**src/hw/rtl/tpce_pkg.sv**
```systemverilog
// Shared types, register codes and constants of the tiled pixel colour effect block.
`default_nettype none

package tpce_pkg;

   // Register field widths.
   localparam int GRID_SIDE_W   = 3;
   localparam int CFG_SIZE_W    = 13;
   localparam int TABLE_ENTRIES = 16;
   localparam int TABLE_IDX_W   = 4;
   localparam int EFFECT_W      = 3;
   localparam int TABLE_W       = TABLE_ENTRIES * EFFECT_W;
   localparam int TILE_CNT_W    = 3;
   localparam int CHANNEL_W     = 8;

   // Configuration port geometry: 64-bit data, registers at 8-byte steps.
   localparam int CSR_DATA_W = 64;
   localparam int CSR_ADDR_W = 6;
   localparam int CSR_IDX_LO = 3;

   // Defaults for the top-level parameters.
   localparam int DEF_MAX_GRID_SIDE = 4;
   localparam int DEF_MAX_DIMENSION = 4096;

   // Register values after reset.
   localparam logic [GRID_SIDE_W-1:0] RST_GRID_SIDE    = 3'd2;
   localparam logic [CFG_SIZE_W-1:0]  RST_TILE_WIDTH   = 13'd320;
   localparam logic [CFG_SIZE_W-1:0]  RST_TILE_HEIGHT  = 13'd240;
   localparam logic [CFG_SIZE_W-1:0]  RST_IMAGE_WIDTH  = 13'd640;
   localparam logic [CFG_SIZE_W-1:0]  RST_IMAGE_HEIGHT = 13'd480;
   localparam logic [TABLE_W-1:0]     RST_EFFECT_TABLE = '0;

   // A tile counter stops here, which always lies beyond the grid.
   localparam logic [TILE_CNT_W-1:0] TILE_SAT = 3'd7;

   // Grey weights, summing to 1024 so the result is taken from bit 10 up.
   localparam int GRAY_SUM_W = 18;
   localparam int GRAY_SHIFT = 10;
   localparam logic [GRAY_SUM_W-1:0] GRAY_R = 18'd307;
   localparam logic [GRAY_SUM_W-1:0] GRAY_G = 18'd604;
   localparam logic [GRAY_SUM_W-1:0] GRAY_B = 18'd113;
   localparam logic [CHANNEL_W-1:0]  CHANNEL_MAX = 8'hff;

   // Register indexes on the configuration port.
   typedef enum logic [CSR_ADDR_W-CSR_IDX_LO-1:0] {
      REG_GRID_SIDE    = 3'd0,
      REG_TILE_WIDTH   = 3'd1,
      REG_TILE_HEIGHT  = 3'd2,
      REG_IMAGE_WIDTH  = 3'd3,
      REG_IMAGE_HEIGHT = 3'd4,
      REG_EFFECT_TABLE = 3'd5
   } reg_index_type;

   // Effect codes; the remaining codes pass the pixel through.
   typedef enum logic [EFFECT_W-1:0] {
      EFFECT_CLEAR_RED   = 3'd0,
      EFFECT_CLEAR_GREEN = 3'd1,
      EFFECT_CLEAR_BLUE  = 3'd2,
      EFFECT_GRAY        = 3'd3,
      EFFECT_INVERT      = 3'd4
   } effect_type;

   typedef struct packed {
      logic [CHANNEL_W-1:0] red_in;
      logic [CHANNEL_W-1:0] green_in;
      logic [CHANNEL_W-1:0] blue_in;
   } req_type;

   typedef struct packed {
      logic [CHANNEL_W-1:0] red_out;
      logic [CHANNEL_W-1:0] green_out;
      logic [CHANNEL_W-1:0] blue_out;
      logic                 frame_end;
   } rsp_type;

   typedef struct packed {
      logic [GRID_SIDE_W-1:0] grid_side;
      logic [CFG_SIZE_W-1:0]  tile_width;
      logic [CFG_SIZE_W-1:0]  tile_height;
      logic [CFG_SIZE_W-1:0]  image_width;
      logic [CFG_SIZE_W-1:0]  image_height;
      logic [TABLE_W-1:0]     effect_table;
   } cfg_type;

   // What the position tracker tells the colour stage about one pixel.
   typedef struct packed {
      logic [EFFECT_W-1:0] code;
      logic                in_grid;
      logic                frame_end;
   } tile_info_type;

   typedef struct packed {
      req_type       pixel;
      tile_info_type info;
   } pixel_stage_type;

endpackage

`default_nettype wire

```
**src/hw/rtl/tpce_tile_counter.sv**
```systemverilog
// Raster position and tile counters with the effect table lookup.
`default_nettype none

module tpce_tile_counter #(
   parameter int MAX_GRID_SIDE = tpce_pkg::DEF_MAX_GRID_SIDE,
   parameter int MAX_DIMENSION = tpce_pkg::DEF_MAX_DIMENSION
) (
   input  wire logic                    clock,
   input  wire logic                    reset,
   input  wire logic                    advance,
   input  wire tpce_pkg::cfg_type       cfg,
   output tpce_pkg::tile_info_type      info
);

   localparam int DIM_W  = $clog2(MAX_DIMENSION);
   localparam int SW     = (tpce_pkg::CFG_SIZE_W > DIM_W + 1) ? tpce_pkg::CFG_SIZE_W : DIM_W + 1;
   localparam int SIDE_W = ($clog2(MAX_GRID_SIDE + 1) > tpce_pkg::GRID_SIDE_W) ?
                           $clog2(MAX_GRID_SIDE + 1) : tpce_pkg::GRID_SIDE_W;
   localparam int IW     = tpce_pkg::TILE_CNT_W + SIDE_W;

   // A size of zero acts as one, a size above the maximum as the maximum.
   function automatic logic [SW-1:0] size_limit(input logic [tpce_pkg::CFG_SIZE_W-1:0] v);
      logic [SW-1:0] wide;
      logic [SW-1:0] clamped;
      wide = SW'(v);
      if (wide == '0) begin
         clamped = SW'(1);
      end else if (wide > SW'(MAX_DIMENSION)) begin
         clamped = SW'(MAX_DIMENSION);
      end else begin
         clamped = wide;
      end
      return clamped - SW'(1);
   endfunction

   function automatic logic [tpce_pkg::TILE_CNT_W-1:0] tile_inc(
         input logic [tpce_pkg::TILE_CNT_W-1:0] t);
      return (t == tpce_pkg::TILE_SAT) ? t : t + tpce_pkg::TILE_CNT_W'(1);
   endfunction

   logic [DIM_W-1:0] column_count_ff, column_count_in;
   logic [DIM_W-1:0] row_count_ff, row_count_in;
   logic [DIM_W-1:0] column_in_tile_ff, column_in_tile_in;
   logic [DIM_W-1:0] row_in_tile_ff, row_in_tile_in;
   logic [tpce_pkg::TILE_CNT_W-1:0] tile_column_ff, tile_column_in;
   logic [tpce_pkg::TILE_CNT_W-1:0] tile_row_ff, tile_row_in;

   logic [SW-1:0]     tw_lim, th_lim, iw_lim, ih_lim;
   logic              last_col, last_row;
   logic [SIDE_W-1:0] side;
   logic [IW-1:0]     index_full;
   logic [tpce_pkg::TABLE_IDX_W-1:0] index;

   assign tw_lim = size_limit(cfg.tile_width);
   assign th_lim = size_limit(cfg.tile_height);
   assign iw_lim = size_limit(cfg.image_width);
   assign ih_lim = size_limit(cfg.image_height);

   assign last_col = SW'(column_count_ff) >= iw_lim;
   assign last_row = SW'(row_count_ff) >= ih_lim;

   // Grid side clamped into 1..MAX_GRID_SIDE.
   always_comb begin
      if (cfg.grid_side == '0) begin
         side = SIDE_W'(1);
      end else if (SIDE_W'(cfg.grid_side) > SIDE_W'(MAX_GRID_SIDE)) begin
         side = SIDE_W'(MAX_GRID_SIDE);
      end else begin
         side = SIDE_W'(cfg.grid_side);
      end
   end

   // Table entry chosen by column-major tile index; only its low bits count.
   assign index_full = IW'(tile_column_ff) * IW'(side) + IW'(tile_row_ff);
   assign index      = index_full[tpce_pkg::TABLE_IDX_W-1:0];

   assign info.code      = cfg.effect_table[index * tpce_pkg::EFFECT_W +: tpce_pkg::EFFECT_W];
   assign info.in_grid   = (SIDE_W'(tile_column_ff) < side) && (SIDE_W'(tile_row_ff) < side);
   assign info.frame_end = last_col && last_row;

   // Counter advance for one accepted word.
   always_comb begin
      column_count_in   = column_count_ff;
      row_count_in      = row_count_ff;
      column_in_tile_in = column_in_tile_ff;
      row_in_tile_in    = row_in_tile_ff;
      tile_column_in    = tile_column_ff;
      tile_row_in       = tile_row_ff;
      if (advance) begin
         if (last_col) begin
            column_count_in   = '0;
            column_in_tile_in = '0;
            tile_column_in    = '0;
            if (last_row) begin
               row_count_in   = '0;
               row_in_tile_in = '0;
               tile_row_in    = '0;
            end else begin
               row_count_in = row_count_ff + DIM_W'(1);
               if (SW'(row_in_tile_ff) >= th_lim) begin
                  row_in_tile_in = '0;
                  tile_row_in    = tile_inc(tile_row_ff);
               end else begin
                  row_in_tile_in = row_in_tile_ff + DIM_W'(1);
               end
            end
         end else begin
            column_count_in = column_count_ff + DIM_W'(1);
            if (SW'(column_in_tile_ff) >= tw_lim) begin
               column_in_tile_in = '0;
               tile_column_in    = tile_inc(tile_column_ff);
            end else begin
               column_in_tile_in = column_in_tile_ff + DIM_W'(1);
            end
         end
      end
   end

   always_ff @(posedge clock) begin
      if (reset) begin
         column_count_ff   <= '0;
         row_count_ff      <= '0;
         column_in_tile_ff <= '0;
         row_in_tile_ff    <= '0;
         tile_column_ff    <= '0;
         tile_row_ff       <= '0;
      end else begin
         column_count_ff   <= column_count_in;
         row_count_ff      <= row_count_in;
         column_in_tile_ff <= column_in_tile_in;
         row_in_tile_ff    <= row_in_tile_in;
         tile_column_ff    <= tile_column_in;
         tile_row_ff       <= tile_row_in;
      end
   end

endmodule

`default_nettype wire

```
**src/hw/rtl/tpce_color_effect.sv**
```systemverilog
// Colour effect applied to one pixel according to its tile's code.
`default_nettype none

module tpce_color_effect (
   input  wire tpce_pkg::pixel_stage_type stage,
   output tpce_pkg::rsp_type              result
);

   logic [tpce_pkg::GRAY_SUM_W-1:0] gray_sum;
   logic [tpce_pkg::CHANNEL_W-1:0]  gray;
   logic [tpce_pkg::CHANNEL_W-1:0]  r, g, b;

   assign r = stage.pixel.red_in;
   assign g = stage.pixel.green_in;
   assign b = stage.pixel.blue_in;

   // Weighted sum for the grey effect.
   assign gray_sum = tpce_pkg::GRAY_SUM_W'(r) * tpce_pkg::GRAY_R
                   + tpce_pkg::GRAY_SUM_W'(g) * tpce_pkg::GRAY_G
                   + tpce_pkg::GRAY_SUM_W'(b) * tpce_pkg::GRAY_B;
   assign gray = gray_sum[tpce_pkg::GRAY_SHIFT +: tpce_pkg::CHANNEL_W];

   // Effect select; pixels outside the grid come out black.
   always_comb begin
      result.frame_end = stage.info.frame_end;
      result.red_out   = r;
      result.green_out = g;
      result.blue_out  = b;
      if (!stage.info.in_grid) begin
         result.red_out   = '0;
         result.green_out = '0;
         result.blue_out  = '0;
      end else begin
         case (stage.info.code)
            tpce_pkg::EFFECT_CLEAR_RED: begin
               result.red_out = '0;
            end
            tpce_pkg::EFFECT_CLEAR_GREEN: begin
               result.green_out = '0;
            end
            tpce_pkg::EFFECT_CLEAR_BLUE: begin
               result.blue_out = '0;
            end
            tpce_pkg::EFFECT_GRAY: begin
               result.red_out   = gray;
               result.green_out = gray;
               result.blue_out  = gray;
            end
            tpce_pkg::EFFECT_INVERT: begin
               result.red_out   = tpce_pkg::CHANNEL_MAX - r;
               result.green_out = tpce_pkg::CHANNEL_MAX - g;
               result.blue_out  = tpce_pkg::CHANNEL_MAX - b;
            end
            default: begin
               result.red_out   = r;
               result.green_out = g;
               result.blue_out  = b;
            end
         endcase
      end
   end

endmodule

`default_nettype wire

```
**src/hw/rtl/tiled_pixel_color_effect.sv**
```systemverilog
// Top level of the tiled pixel colour effect block: register port and two-stage pipeline.
//
// Pixels enter on the req_ channel in raster order, one word per accepted
// handshake, and leave on the rsp_ channel with their tile's colour effect
// applied and frame_end set on the last pixel of each frame.
// The pipeline has two registers: a pixel stage that captures the word with
// its tile code, grid flag and frame flag from the position counters, and a
// result register after the colour logic. An accepted word moves from the
// pixel stage into the result register, which drives rsp_; one word is
// accepted in every cycle while the receiver takes them. When the receiver
// stalls, the result register holds its word and the pixel stage takes one
// more; req_ready then falls until the receiver takes a word again.
// The csr_ port is an APB-style register interface with 64-bit data; register
// i sits at byte address 8*i and pready is always high. The user must write
// it only while no pixel is in flight; the block itself does not enforce this.
// Synchronous reset empties the pipeline, returns the position counters to the
// top left of the frame and loads every register with its default value.
`default_nettype none

module tiled_pixel_color_effect #(
   parameter int MAX_GRID_SIDE = tpce_pkg::DEF_MAX_GRID_SIDE,
   parameter int MAX_DIMENSION = tpce_pkg::DEF_MAX_DIMENSION
) (
   input  wire logic                              clock,
   input  wire logic                              reset,
   input  wire logic                              req_valid,
   output logic                                   req_ready,
   input  wire tpce_pkg::req_type                 req_data,
   output logic                                   rsp_valid,
   input  wire logic                              rsp_ready,
   output tpce_pkg::rsp_type                      rsp_data,
   input  wire logic                              csr_psel,
   input  wire logic                              csr_penable,
   input  wire logic                              csr_pwrite,
   input  wire logic [tpce_pkg::CSR_ADDR_W-1:0]   csr_paddr,
   input  wire logic [tpce_pkg::CSR_DATA_W-1:0]   csr_pwdata,
   output logic [tpce_pkg::CSR_DATA_W-1:0]        csr_prdata,
   output logic                                   csr_pready
);

   tpce_pkg::cfg_type         cfg_ff, cfg_in;
   tpce_pkg::reg_index_type   reg_index;
   logic                      csr_write;

   tpce_pkg::tile_info_type   info;
   tpce_pkg::pixel_stage_type stage_ff, stage_in;
   logic                      stage_valid_ff, stage_valid_in;
   tpce_pkg::rsp_type         result;
   tpce_pkg::rsp_type         rsp_data_ff, rsp_data_in;
   logic                      rsp_valid_ff, rsp_valid_in;
   logic                      req_accept;
   logic                      out_ready;

   // Register port decode.
   assign csr_pready = 1'b1;
   assign reg_index  = tpce_pkg::reg_index_type'(
                          csr_paddr[tpce_pkg::CSR_ADDR_W-1:tpce_pkg::CSR_IDX_LO]);
   assign csr_write  = csr_psel && csr_penable && csr_pwrite && csr_pready;

   always_comb begin
      cfg_in = cfg_ff;
      if (csr_write) begin
         case (reg_index)
            tpce_pkg::REG_GRID_SIDE:
               cfg_in.grid_side = csr_pwdata[tpce_pkg::GRID_SIDE_W-1:0];
            tpce_pkg::REG_TILE_WIDTH:
               cfg_in.tile_width = csr_pwdata[tpce_pkg::CFG_SIZE_W-1:0];
            tpce_pkg::REG_TILE_HEIGHT:
               cfg_in.tile_height = csr_pwdata[tpce_pkg::CFG_SIZE_W-1:0];
            tpce_pkg::REG_IMAGE_WIDTH:
               cfg_in.image_width = csr_pwdata[tpce_pkg::CFG_SIZE_W-1:0];
            tpce_pkg::REG_IMAGE_HEIGHT:
               cfg_in.image_height = csr_pwdata[tpce_pkg::CFG_SIZE_W-1:0];
            tpce_pkg::REG_EFFECT_TABLE:
               cfg_in.effect_table = csr_pwdata[tpce_pkg::TABLE_W-1:0];
            default: begin
            end
         endcase
      end
   end

   // Register read-back.
   always_comb begin
      case (reg_index)
         tpce_pkg::REG_GRID_SIDE:    csr_prdata = tpce_pkg::CSR_DATA_W'(cfg_ff.grid_side);
         tpce_pkg::REG_TILE_WIDTH:   csr_prdata = tpce_pkg::CSR_DATA_W'(cfg_ff.tile_width);
         tpce_pkg::REG_TILE_HEIGHT:  csr_prdata = tpce_pkg::CSR_DATA_W'(cfg_ff.tile_height);
         tpce_pkg::REG_IMAGE_WIDTH:  csr_prdata = tpce_pkg::CSR_DATA_W'(cfg_ff.image_width);
         tpce_pkg::REG_IMAGE_HEIGHT: csr_prdata = tpce_pkg::CSR_DATA_W'(cfg_ff.image_height);
         tpce_pkg::REG_EFFECT_TABLE: csr_prdata = tpce_pkg::CSR_DATA_W'(cfg_ff.effect_table);
         default:                    csr_prdata = '0;
      endcase
   end

   always_ff @(posedge clock) begin
      if (reset) begin
         cfg_ff.grid_side    <= tpce_pkg::RST_GRID_SIDE;
         cfg_ff.tile_width   <= tpce_pkg::RST_TILE_WIDTH;
         cfg_ff.tile_height  <= tpce_pkg::RST_TILE_HEIGHT;
         cfg_ff.image_width  <= tpce_pkg::RST_IMAGE_WIDTH;
         cfg_ff.image_height <= tpce_pkg::RST_IMAGE_HEIGHT;
         cfg_ff.effect_table <= tpce_pkg::RST_EFFECT_TABLE;
      end else begin
         cfg_ff <= cfg_in;
      end
   end

   // Handshake: each stage loads when it is empty or its word moves on.
   assign out_ready  = !rsp_valid_ff || rsp_ready;
   assign req_ready  = !stage_valid_ff || out_ready;
   assign req_accept = req_valid && req_ready;

   tpce_tile_counter #(
      .MAX_GRID_SIDE (MAX_GRID_SIDE),
      .MAX_DIMENSION (MAX_DIMENSION)
   ) u_counter (
      .clock   (clock),
      .reset   (reset),
      .advance (req_accept),
      .cfg     (cfg_ff),
      .info    (info)
   );

   // Pixel stage.
   always_comb begin
      stage_valid_in = stage_valid_ff;
      stage_in       = stage_ff;
      if (req_ready) begin
         stage_valid_in = req_valid;
         stage_in.pixel = req_data;
         stage_in.info  = info;
      end
   end

   tpce_color_effect u_effect (
      .stage  (stage_ff),
      .result (result)
   );

   // Result register.
   always_comb begin
      rsp_valid_in = rsp_valid_ff;
      rsp_data_in  = rsp_data_ff;
      if (out_ready) begin
         rsp_valid_in = stage_valid_ff;
         rsp_data_in  = result;
      end
   end

   always_ff @(posedge clock) begin
      if (reset) begin
         stage_valid_ff <= 1'b0;
         rsp_valid_ff   <= 1'b0;
      end else begin
         stage_valid_ff <= stage_valid_in;
         rsp_valid_ff   <= rsp_valid_in;
      end
   end

   always_ff @(posedge clock) begin
      stage_ff    <= stage_in;
      rsp_data_ff <= rsp_data_in;
   end

   assign rsp_valid = rsp_valid_ff;
   assign rsp_data  = rsp_data_ff;

   // A full pipeline facing a stalled receiver takes no more words.
   a_full_blocks: assert property (@(posedge clock) disable iff (reset)
      (stage_valid_ff && rsp_valid_ff && !rsp_ready) |-> !req_ready)
      else $error("word accepted into a full pipeline");

   // An accepted word is held in the pixel stage on the next cycle.
   a_accept_fills: assert property (@(posedge clock) disable iff (reset)
      req_accept |=> stage_valid_ff)
      else $error("accepted word lost before the pixel stage");

   // A pixel stage word that cannot move on keeps its contents.
   a_stage_holds: assert property (@(posedge clock) disable iff (reset)
      (stage_valid_ff && !out_ready) |=> (stage_valid_ff && $stable(stage_ff)))
      else $error("pixel stage word changed while blocked");

   // A word in the pixel stage moves to the result register when it is free.
   a_stage_moves: assert property (@(posedge clock) disable iff (reset)
      (stage_valid_ff && out_ready) |=> rsp_valid_ff)
      else $error("pixel stage word did not reach the result register");

endmodule

`default_nettype wire

```
**config.mk**
```make
export PLATFORM = sky130hd
export DESIGN_NAME = tiled_pixel_color_effect
export DESIGN_NICKNAME = d
export VERILOG_FILES = /design/src/hw/rtl/tpce_pkg.sv /design/src/hw/rtl/tpce_tile_counter.sv /design/src/hw/rtl/tpce_color_effect.sv /design/src/hw/rtl/tiled_pixel_color_effect.sv
export SDC_FILE = /design/constraint.sdc
export NUM_CORES = 1
export LEC_CHECK = 0
export ABC_AREA = 1
export CAP_MARGIN = 20
export CORE_ASPECT_RATIO = 0.8
export CORE_UTILIZATION = 45
export DETAILED_ROUTE_END_ITERATION = 8
export DONT_BUFFER_PORTS = 1
export SKIP_LAST_GASP = 1
export SLEW_MARGIN = 20
export SYNTH_ARGS = -nofsm -noshare
export SYNTH_HDL_FRONTEND = slang
export SYNTH_SLANG_ARGS = --single-unit
```
**constraint.sdc**
```tcl
create_clock -name clock -period 9.7 [get_ports clock]
set_clock_uncertainty 0.15 [all_clocks]
set_input_delay 0.485 -clock clock [delete_from_list [all_inputs] [get_ports clock]]
set_output_delay 0.485 -clock clock [all_outputs]
set_load 0.01 [all_outputs]
```
# Word-level counts from Yosys, hierarchy flattened
# Index checks and enable logic that the tools add are counted.
[classes] n_addsub=16 mul=5 n_lt_le_gt_ge=11 n_eq_ne=13 n_shift=1 mux=26 reduce_logical=27
[ops] operator="$pmux W48 S6" n=1
[ops] operator="$mux W13" n=8
[ops] operator="$mux W12" n=6
[ops] operator="$pmux W8 S3" n=3
[ops] operator="$ge A12 B13 Y1" n=4
[ops] operator="$gt A13 B13 Y1 const B" n=4
[ops] operator="$logic_not A13 Y1" n=4
[ops] operator="$sub A13 B1 Y13 const B" n=4
[ops] operator="$add A12 B1 Y12 const B" n=4
[ops] operator="$shiftx A48 B7 Y3" n=1
[ops] operator="$mux W3" n=8
[ops] operator="$sub A8 B8 Y8 const A" n=3
[ops] operator="$add A17 B18 Y18" n=1
[ops] operator="$add A18 B15 Y18" n=1
[ops] operator="$mul A8 B9 Y17 const B" n=1
[ops] operator="$mul A8 B8 Y16 const B" n=1
[ops] operator="$eq A3 B3 Y1 const B" n=5
[ops] operator="$mul A8 B7 Y15 const B" n=1
[ops] operator="$reduce_and A2 Y1" n=7
[ops] operator="$eq A3 B2 Y1 const B" n=4
[ops] operator="$logic_not A3 Y1" n=3
[ops] operator="$add A3 B1 Y3 const B" n=2
[ops] operator="$eq A3 B1 Y1 const B" n=2
[ops] operator="$lt A3 B3 Y1" n=2
[ops] operator="other kinds (11)" n=19
[word_totals] register_bits=213 input_bits=101 output_inout_bits=92 word_cells=123

# Longest topological paths before layout
# Gate-level depths: netlist of run 1.
[depth] depth_word=7 mapped_depth=33 ltp_nobuf=32

# By module
# A second synthesis of run 1 with hierarchy kept.
[unflattened] cells_unflattened=2569 hier_area_um2=17775.8
[by_module_without_submodules] mod="tiled_pixel_color_effect" n_inst=1 cells_per_inst=926 area_each_um2=6847.8 seq_area_each_um2=3723.6
[by_module_without_submodules] mod="tpce_tile_counter" n_inst=1 cells_per_inst=1000 area_each_um2=6117.1 seq_area_each_um2=1081.0
[by_module_without_submodules] mod="tpce_color_effect" n_inst=1 cells_per_inst=643 area_each_um2=4810.9 seq_area_each_um2=0.0

# Worst setup path after synthesis of run 1
# No wires, ideal clock.
[synth_timing] path_type="reg-to-reg" from="register stage_ff[20] (netlist name)" to="register rsp_data_ff, in the netlist rsp_data[16], data pin" setup_ns=0.272 t_arrival_ns=5.603 required_ns=9.278 path_slack_ns=3.675 stages_incl_launch_ff=30 n_path_buf=0 period_less_slack_ns=6.025 cell_sequence="edfxtp_1 > ha_1 > ha_1 > fa_1 > inv_1 > fa_1 > inv_1 > ha_1 > a21oi_1 > o21ai_0 > a21oi_1 > nor2_1 > o21ai_0 > nand2_1 > xnor2_1 > inv_1 > ha_1 > inv_1 > fa_1 > inv_1 > ha_1 > ha_1 > a21oi_1 > o21bai_1 > a21oi_1 > o21ai_0 > a21oi_1 > a21oi_1 > o21ai_0 > a31oi_1"
[synth_between] elab_chain_cells=4 elab_cells_between_ends=5 classes_between="3 x add/sub; 1 x mul; 1 x mux"
[synth_rtl] item="from (decl)" line_no="tiled_pixel_color_effect.sv:46" text="tpce_pkg::pixel_stage_type stage_ff, stage_in;"
[synth_rtl] item="from (signal assigned)" line_no="tiled_pixel_color_effect.sv:161" text="stage_ff <= stage_in;"
[synth_rtl] item="$mul A8 B8 Y16" line_no="tpce_color_effect.sv:19" text="+ tpce_pkg::GRAY_SUM_W'(g) * tpce_pkg::GRAY_G"
[synth_rtl] item="$add A17 B18 Y18" line_no="tpce_color_effect.sv:19"
[synth_rtl] item="$add A18 B15 Y18" line_no="tpce_color_effect.sv:20" text="+ tpce_pkg::GRAY_SUM_W'(b) * tpce_pkg::GRAY_B;"
[synth_rtl] item="$pmux W8 S3 *" line_no="tpce_color_effect.sv:34" text="case (stage.info.code)"
[synth_rtl] item="to (signal assigned)" line_no="tiled_pixel_color_effect.sv:162" text="rsp_data_ff <= rsp_data_in;"
[synth_rtl] item="to (decl)" line_no="tiled_pixel_color_effect.sv:49" text="tpce_pkg::rsp_type rsp_data_ff, rsp_data_in;"
# Mark *: on every way between the ends. The rest lies on a longest branch, timed or not.
# A chain may end at the register's enable or synchronous reset.

# Worst setup path in the final report of run 1
[layout_timing] from="register stage_ff[18] (netlist name)" to="register rsp_data_ff, in the netlist rsp_data[15], data pin"
# The elaborated chain is that of the path after synthesis.

==> flow_summary.yaml, run 1 <==
outcome:
  status: "finished clean"
clock_tree:
  cts_root_buf: "clkbuf_16"
  cts_max_path_buffers: 3
  htreeDepth: 1
  cts.clk_slew.worst_paths_ps: 60
  cts.sinks: 213
  clock_latency_ps: 580
  cts_tree: "yes"
  numCtsBuffers: 27
setup_path:
  crit_slowest_cell: "o21ai_0"
  worstSetupStartpointType: "flip-flop"
  worstSetupPathType: "flip-flop to flip-flop"
  path_buf_inv: 5
  crit_family: "adder cells"
  cp.required_ps: 9810
  slowest_delay_ps: 780
  crit_path_end_kind: "flip-flop"
  cp.arrival_ps: 7380
  path_max_fanout: 6
synth:
  yosysSeqAreaShare: 0.292
  yosysWarnings: 0
  synth.distinct_cells: 61
  synthCells: 2169
  synth_top_flop_cell: "dfxtp_1"
  post_synth.cell_area_avg_sq_um: 7.58
  synth_seq_cells: 213
  async_reset_ff_frac: 0
  synth_area_sq_um: 16400
  synth_edf_count: 54
sta:
  slew_viol_final: 0
  setup_viol: 0
  grt_setup_unrepaired: "no"
  worst_slew_margin_rel: 0.322
  fin_setup_tns_ps: 0
  tightest_slew_ps: 1010
  hold_viol: 0
  timing.fmax_mhz: 138
  fin_crit_ps: 7260
  fin_crit_sh: 0.749
floorplan:
  start_util: 0.458
  num_rows: 62
  fp.dieW_microns: 216
  die_y_microns: 173
  core-area_sq_um: 35900
  ioPinCount: 193
  fp.dieArea_sq_um: 37300
global_route:
  antenna_found_initial: 2
  grt_usage: 0.240
  grt_max_degree: 108
  grt_pass1_wl_mm: 72.0
  grt_overflow: 0
  first_global_vias: 13300
placement:
  dpl.hpwl_mm: 34.7
  io_buffers: 0
  dp_cells: 2599
  gp_congestion: 0.902
cells_and_area:
  drive_gt1_frac: 0.0508
  fin_nets: 2572
  final_cells: 2725
  area_delta_synth_final_pct: 12.5
  multi_input_area_sq_um: 9850
  register_area_sq_um: 4800
  nFillCells: 3446
power:
  pwr_density_cell_nw_per_um2: 231
  power_mw: 4.27
  seq_power_share: 0.229
  combinationalPowerShare: 0.525
  irDropWorstVdd_mv: 0.254
  p_int_mw: 2.37
  cellLeakagePower_nw: 8.46
  p_sw_mw: 1.90
  clkPwrFrac: 0.246
  swShare: 0.444
detailed_routing:
  vias: 14300
  drc: 0
  wl_mm: 45.0
  firstDrtPassIters: 5
  wl_per_cell_microns: 16.5
  postRouteAntennaNets: 0
  avgViaCountPerCell: 5.24
  first_iter_violations: 1077
flow_run:
  cap_violations: 0
worst_hold_path:
  hold_path_class: "input port to flip-flop"
-- per-stage QoR --
step | util | setup slack [ps] | area (sq um) | hold WS [ps]
floorplan | - | 3670 | 16500 | 250
global placement | 0.467 | 2610 | 16800 | 302
detailed placement | 0.467 | 2530 | 16800 | 304
CTS | 0.514 | 2500 | 18500 | 28.1
global route | 0.515 | 2050 | 18500 | 43.7
finish | 0.515 | 2440 | 18500 | 52.0
-- cells in the mapped netlist (4+ instances only) --
master | number | area (sq um)
buf_2 | 4 | 20.0
inv_2 | 8 | 30.0
buf_4 | 22 | 165
o22ai_1 | 8 | 50.1
a31oi_1 | 17 | 106
dfxtp_1 | 159 | 3180
buf_1 | 4 | 15.0
a211oi_1 | 4 | 30.0
nand4_1 | 17 | 106
nand2_2 | 6 | 37.5
a221oi_1 | 7 | 61.3
or2_2 | 11 | 68.8
o21ai_0 | 188 | 941
o21ai_1 | 12 | 60.1
ha_1 | 179 | 2240
edfxtp_1 | 54 | 1620
nand3_1 | 74 | 370
xnor2_1 | 25 | 219
o211ai_1 | 5 | 37.5
nor2_1 | 226 | 848
inv_1 | 382 | 1430
o2111ai_1 | 6 | 52.6
nand2_1 | 325 | 1220
fa_1 | 70 | 1400
a22oi_1 | 4 | 30.0
a21oi_1 | 196 | 981
xor2_1 | 41 | 359
clkbuf_1 | 40 | 150
nor3_1 | 18 | 90.1
-- state kept, by name, summed over array words and instances, names as in the netlist --
name                         count
u_counter.tile_row_ff            3
stage_ff                        29
u_counter.column_count_ff       12
u_counter.row_count_ff          12
u_counter.column_in_tile_ff     12
u_counter.tile_column_ff         3
rsp_data                        25
u_counter.row_in_tile_ff        12
rsp_valid                        1
cfg_ff                         103
stage_valid_ff                   1
-- worst register-to-register path: stages (launching register included) --
cell      delay (ps)
edfxtp_1         530
ha_1             350
ha_1             290
fa_1             540
inv_1             50
fa_1             530
inv_1             40
ha_1             340
a21oi_1          140
o21ai_0          110
a21oi_1          250
nor2_1            60
o21ai_0          140
nand2_1          110
xnor2_1          300
inv_1             80
ha_1             270
inv_1             40
fa_1             360
inv_1             90
fa_1             420
ha_1             370
a21oi_1          180
o31ai_1           90
a21oi_1          110
nand2_1           70
o21ai_0          780
a31oi_1          160
-- final timing paths --
path | from | to | cells after the start | slack (ps)
max | stage_ff[18]$_DFFE_PN_ | rsp_data[15]$_SDFFCE_PN0P_ | 27 | 2440
min | reset | u_counter.column_in_tile_ff[2]$_SDFFE_PP0P_ | 2 | 50
max reg2reg | stage_ff[18]$_DFFE_PN_ | rsp_data[15]$_SDFFCE_PN0P_ | 27 | 2440
min reg2reg | cfg_ff[13]$_SDFFE_PP0P_ | cfg_ff[13]$_SDFFE_PP0P_ | 2 | 320
-- power groups by stage --
stage / Clock [mW] / Combinational [mW] / Sequential (mW)
final: 1.05 / 2.24 / 0.976
after global routing: 1.11 / 2.57 / 0.979
after CTS: 1.07 / 2.23 / 0.976
after detailed placement: 0 / 2.18 / 0.996
after global placement: 0 / 2.16 / 0.995
after floorplan: 0 / 1.69 / 0.981
-- logic make-up (layout without fill, tap and decap cells) --
| logic type | after synthesis | after routing | share of synthesized area |
|---|---|---|---|
| AOI/OAI and AO/OA | 471 | 471 | 0.157 |
| xor gates and xnor gates | 66 | 66 | 0.0352 |
| adders and majority gates | 249 | 249 | 0.221 |
| buffers and inverters | 466 | 525 | 0.113 |
| DFF | 213 | 213 | 0.292 |
| other | 2 | 19 | 0.000457 |
| and+or+nand+nor | 702 | 702 | 0.181 |
-- layer usage --
| layer | up-vias | routed length, microns | global-route usage |
|---|---|---|---|
| li1 | 7150 | - | - |
| met1 | 6640 | 22300 | 0.367 |
| met2 | 443 | 18500 | 0.351 |
| met3 | 51 | 3360 | 0.0436 |
| met4 | 0 | 895 | 0.0473 |
| met5 | - | 0 | 0 |
-- cell type report --
| type | count | area share |
|---|---|---|
| clock buffers | 31 | 0.0398 |
| inverters | 395 | 0.0805 |
| diodes | 2 | 0.000271 |
| multi-input cells | 1505 | 0.533 |
| well taps | 480 | 0.0325 |
| clock inverters | 19 | 0.0105 |
| repair buffers | 80 | 0.0440 |
| flip-flops and latches | 213 | 0.260 |
-- cells in the final DEF, fill, tap and decap left out, drive strengths merged, types with 41 or more instances in the layout --
master       netlist  final
a21oi            199    199
xor2              41     41
o21ai            201    201
fa                70     70
dlygate4sd3        0     72
inv              391    398
dfxtp            159    159
nand2            334    334
ha               179    179
edfxtp            54     54
nor2             230    230
nand3             76     76
-- timing repair --
item / 4_1_cts / 5_1_grt
hold endpoints to repair: 151 / 0
buffers inserted: 0 / 0
gates resized for setup: 0 / 0
hold buffers: 73 / 0
No activity file was read; power rests on OpenSTA's default activity.
==> run 2, diff against run 1 <==
ABC_AREA = 0   (was 1)
clock period = 5.8 ns   (was 9.7 ns; I/O delays follow)
==> flow_summary.yaml, run 2 <==
outcome:
  status: "finished, violations left"
  violations: "setup timing"
global_route:
  grt_usage: 0.258
  grt_max_degree: 123
  antenna_found_initial: 3
  grt_pass1_wl_mm: 75.7
  first_global_vias: 13200
  grt_overflow: 0
sta:
  fin_crit_sh: 1.08
  slew_viol_final: 0
  holdWs_ps: 26.0
  timing.fmax_mhz: 159
  worst_slew_margin_rel: 0.277
  fin_crit_ps: 6280
  tightest_slew_ps: 1080
  setup_viol: 24
  worst_slack_ps: -479
  grt_setup_unrepaired: "yes"
  hold_viol: 0
power:
  cellLeakagePower_nw: 8.37
  power_mw: 8.59
  pwr_density_cell_nw_per_um2: 443
  seq_power_share: 0.188
  irDropWorstVdd_mv: 0.622
  p_int_mw: 5.21
  p_sw_mw: 3.38
  swShare: 0.393
  clkPwrFrac: 0.223
  combinationalPowerShare: 0.589
synth:
  synth_area_leader_cell: "dfxtp_1"
  synth_top_flop_cell: "dfxtp_1"
  synth_area_sq_um: 16300
  synth_top_cell_area_share: 0.195
  async_reset_ff_frac: 0
  post_synth.cell_area_avg_sq_um: 8.70
  yosysWarnings: 0
  synthCells: 1879
  ys_top_cells_by_area: "dfxtp_1 19%, ha_1 14%, edfxtp_1 9.9%, fa_1 8.6%, nand2_1 7.2%"
  synth_seq_cells: 213
  yosysMostFrequentCell: "nand2_1"
  synth.distinct_cells: 88
  yosysSeqAreaShare: 0.294
  synth_edf_count: 54
  synthTopCellsByCount: "314 x nand2_1, 181 x inv_1, 179 x ha_1, 159 x dfxtp_1, 148 x a21oi_1"
setup_path:
  r2r_cells: 28
  r2r_slack_ps: -480
  worstSetupPathType: "flip-flop to flip-flop"
  endpoint: "rsp_data[24]$_SDFFCE_PN0P_"
  r2r_start: "stage_ff[16]$_DFFE_PN_"
  crit_path_end_kind: "flip-flop"
  worstSetupStartpointType: "flip-flop"
  path_max_fanout: 4
  rr_endpoint: "rsp_data[24]$_SDFFCE_PN0P_"
  crit_slowest_cell: "fa_1"
  cp.required_ps: 5960
  slowest_delay_ps: 520
  cp.arrival_ps: 6440
  critPathLaunch: "stage_ff[16]$_DFFE_PN_"
detailed_routing:
  drc: 0
  wl_per_cell_microns: 19.4
  firstDrtPassIters: 5
  wl_mm: 48.0
  vias: 14000
  first_iter_violations: 1123
  postRouteAntennaNets: 0
  avgViaCountPerCell: 5.64
floorplan:
  start_util: 0.456
  fp.dieW_microns: 215
  core-area_sq_um: 35800
  ioPinCount: 193
  fp.dieArea_sq_um: 37100
  num_rows: 62
  die_y_microns: 172
cells_and_area:
  register_area_sq_um: 4800
  fin_nets: 2324
  final_cells: 2476
  drive_gt1_frac: 0.123
  layout_common_cells: "306 x nand2_1, 168 x inv_1, 161 x ha_1, 159 x dfxtp_1, 144 x a21oi_1"
  multi_input_area_sq_um: 10800
  layout_commonest_cell: "nand2_1"
  largest_reg_flops: 103
  area_delta_synth_final_pct: 18.5
  final_area_sq_um: 19400
  top_register: "cfg_ff"
  nFillCells: 3265
clock_tree:
  cts_tree: "yes"
  cts_max_path_buffers: 3
  htreeDepth: 1
  numCtsBuffers: 26
  clock_latency_ps: 580
  cts_root_buf: "clkbuf_16"
  cts.sinks: 213
  cts.clk_slew.worst_paths_ps: 60
placement:
  placed_cell_area_sq_um: 17100
  dp_cells: 2330
  dpl.hpwl_mm: 35.1
  gp_congestion: 0.887
  io_buffers: 0
worst_hold_path:
  hold_path_class: "input port to flip-flop"
  hold_depth: 2
flow_run:
  cap_violations: 0
==> run 2: changes by cell type after synthesis, moves of 32 or more <==
cell      delta
inv_1      -201
nor2_1     -142
o21ai_0    -123
and3_1      +53
a21oi_1     -48
nand3_1     -36
clkbuf_1    +32
==> run 2: worst max-delay path: cells and delay by family (launching register included) <==
kind                     cells  cell delay (ps)
buffers and inverters        5              360
AND/OR/NAND/NOR              6              500
adder cells (fa/ha/maj)      9             2950
XOR/XNOR                     2              420
flip-flops                   1              470
AO/OA/AOI/OAI                6             1190
==> run 2: power by group through the flow <==
stage / Combinational [mW] / Sequential, mW / Clock [mW]
CTS: 4.39 / 1.62 / 1.93
finish: 5.06 / 1.62 / 1.92
detailed placement: 3.86 / 1.65 / 0
global placement: 3.75 / 1.65 / 0
global route: 5.59 / 1.62 / 2.00
floorplan: 2.88 / 1.63 / 0
==> run 2: worst min-delay path by stage <==
stage / startpoint / end / slack, ps
CTS: reset / u_counter.row_count_ff[1]$_SDFFE_PP0P_ / 10
detailed placement: reset / cfg_ff[94]$_SDFFE_PP0P_ / 230
floorplan: req_data[5] / stage_ff[10]$_DFFE_PN_ / 240
global placement: reset / u_counter.row_count_ff[4]$_SDFFE_PP0P_ / 230
finish: reset / rsp_valid$_SDFFE_PP0P_ / 30
global route: reset / u_counter.row_count_ff[1]$_SDFFE_PP0P_ / 50
==> run 2: final cells by class <==
class	count	area share
sequential	213	0.248
timing repair buffer	154	0.0730
clock inverter	12	0.0103
clock buffer	36	0.0424
inverter	184	0.0357
multi-input combinational	1395	0.559
antenna	2	0.000258
tap	480	0.0310
==> run 2: per-stage QoR <==
stage	setup slack, ps	util	setup TNS (ps)
after global routing	-716	0.541	-12740
final	-479	0.541	-6740
after CTS	-492	0.533	-7490
after global placement	-476	0.477	-6930
after floorplan	-208	-	-621
after detailed placement	-675	0.477	-10320
==> run 2: repair_timing <==
action                                  in CTS  in global routing
setup buffers                                7                  5
gates resized for setup                     21                 41
endpoints found under the hold margin      157                 11
endpoints found under the setup margin      24                 24
hold buffers                                84                  1
pin swaps                                   27                 45
==> run 2: metal layers <==
| layer | up-vias | wire (microns) | track usage |
|---|---|---|---|
| li1 | 6675 | - | - |
| met1 | 6684 | 22700 | 0.382 |
| met2 | 559 | 20200 | 0.379 |
| met3 | 54 | 4370 | 0.0623 |
| met4 | 2 | 708 | 0.0463 |
| met5 | - | 12 | 0 |
==> run 2: kinds of logic after synthesis <==
kind of cell	count (synthesis)	share of synthesized area
DFF	213	0.294
other	2	0.000460
buffers and inverters	286	0.0725
AOI/OAI and AO/OA	370	0.141
xor gates and xnor gates	65	0.0357
and+or+nand+nor	649	0.191
muxes	45	0.0420
adders and majority gates	249	0.223
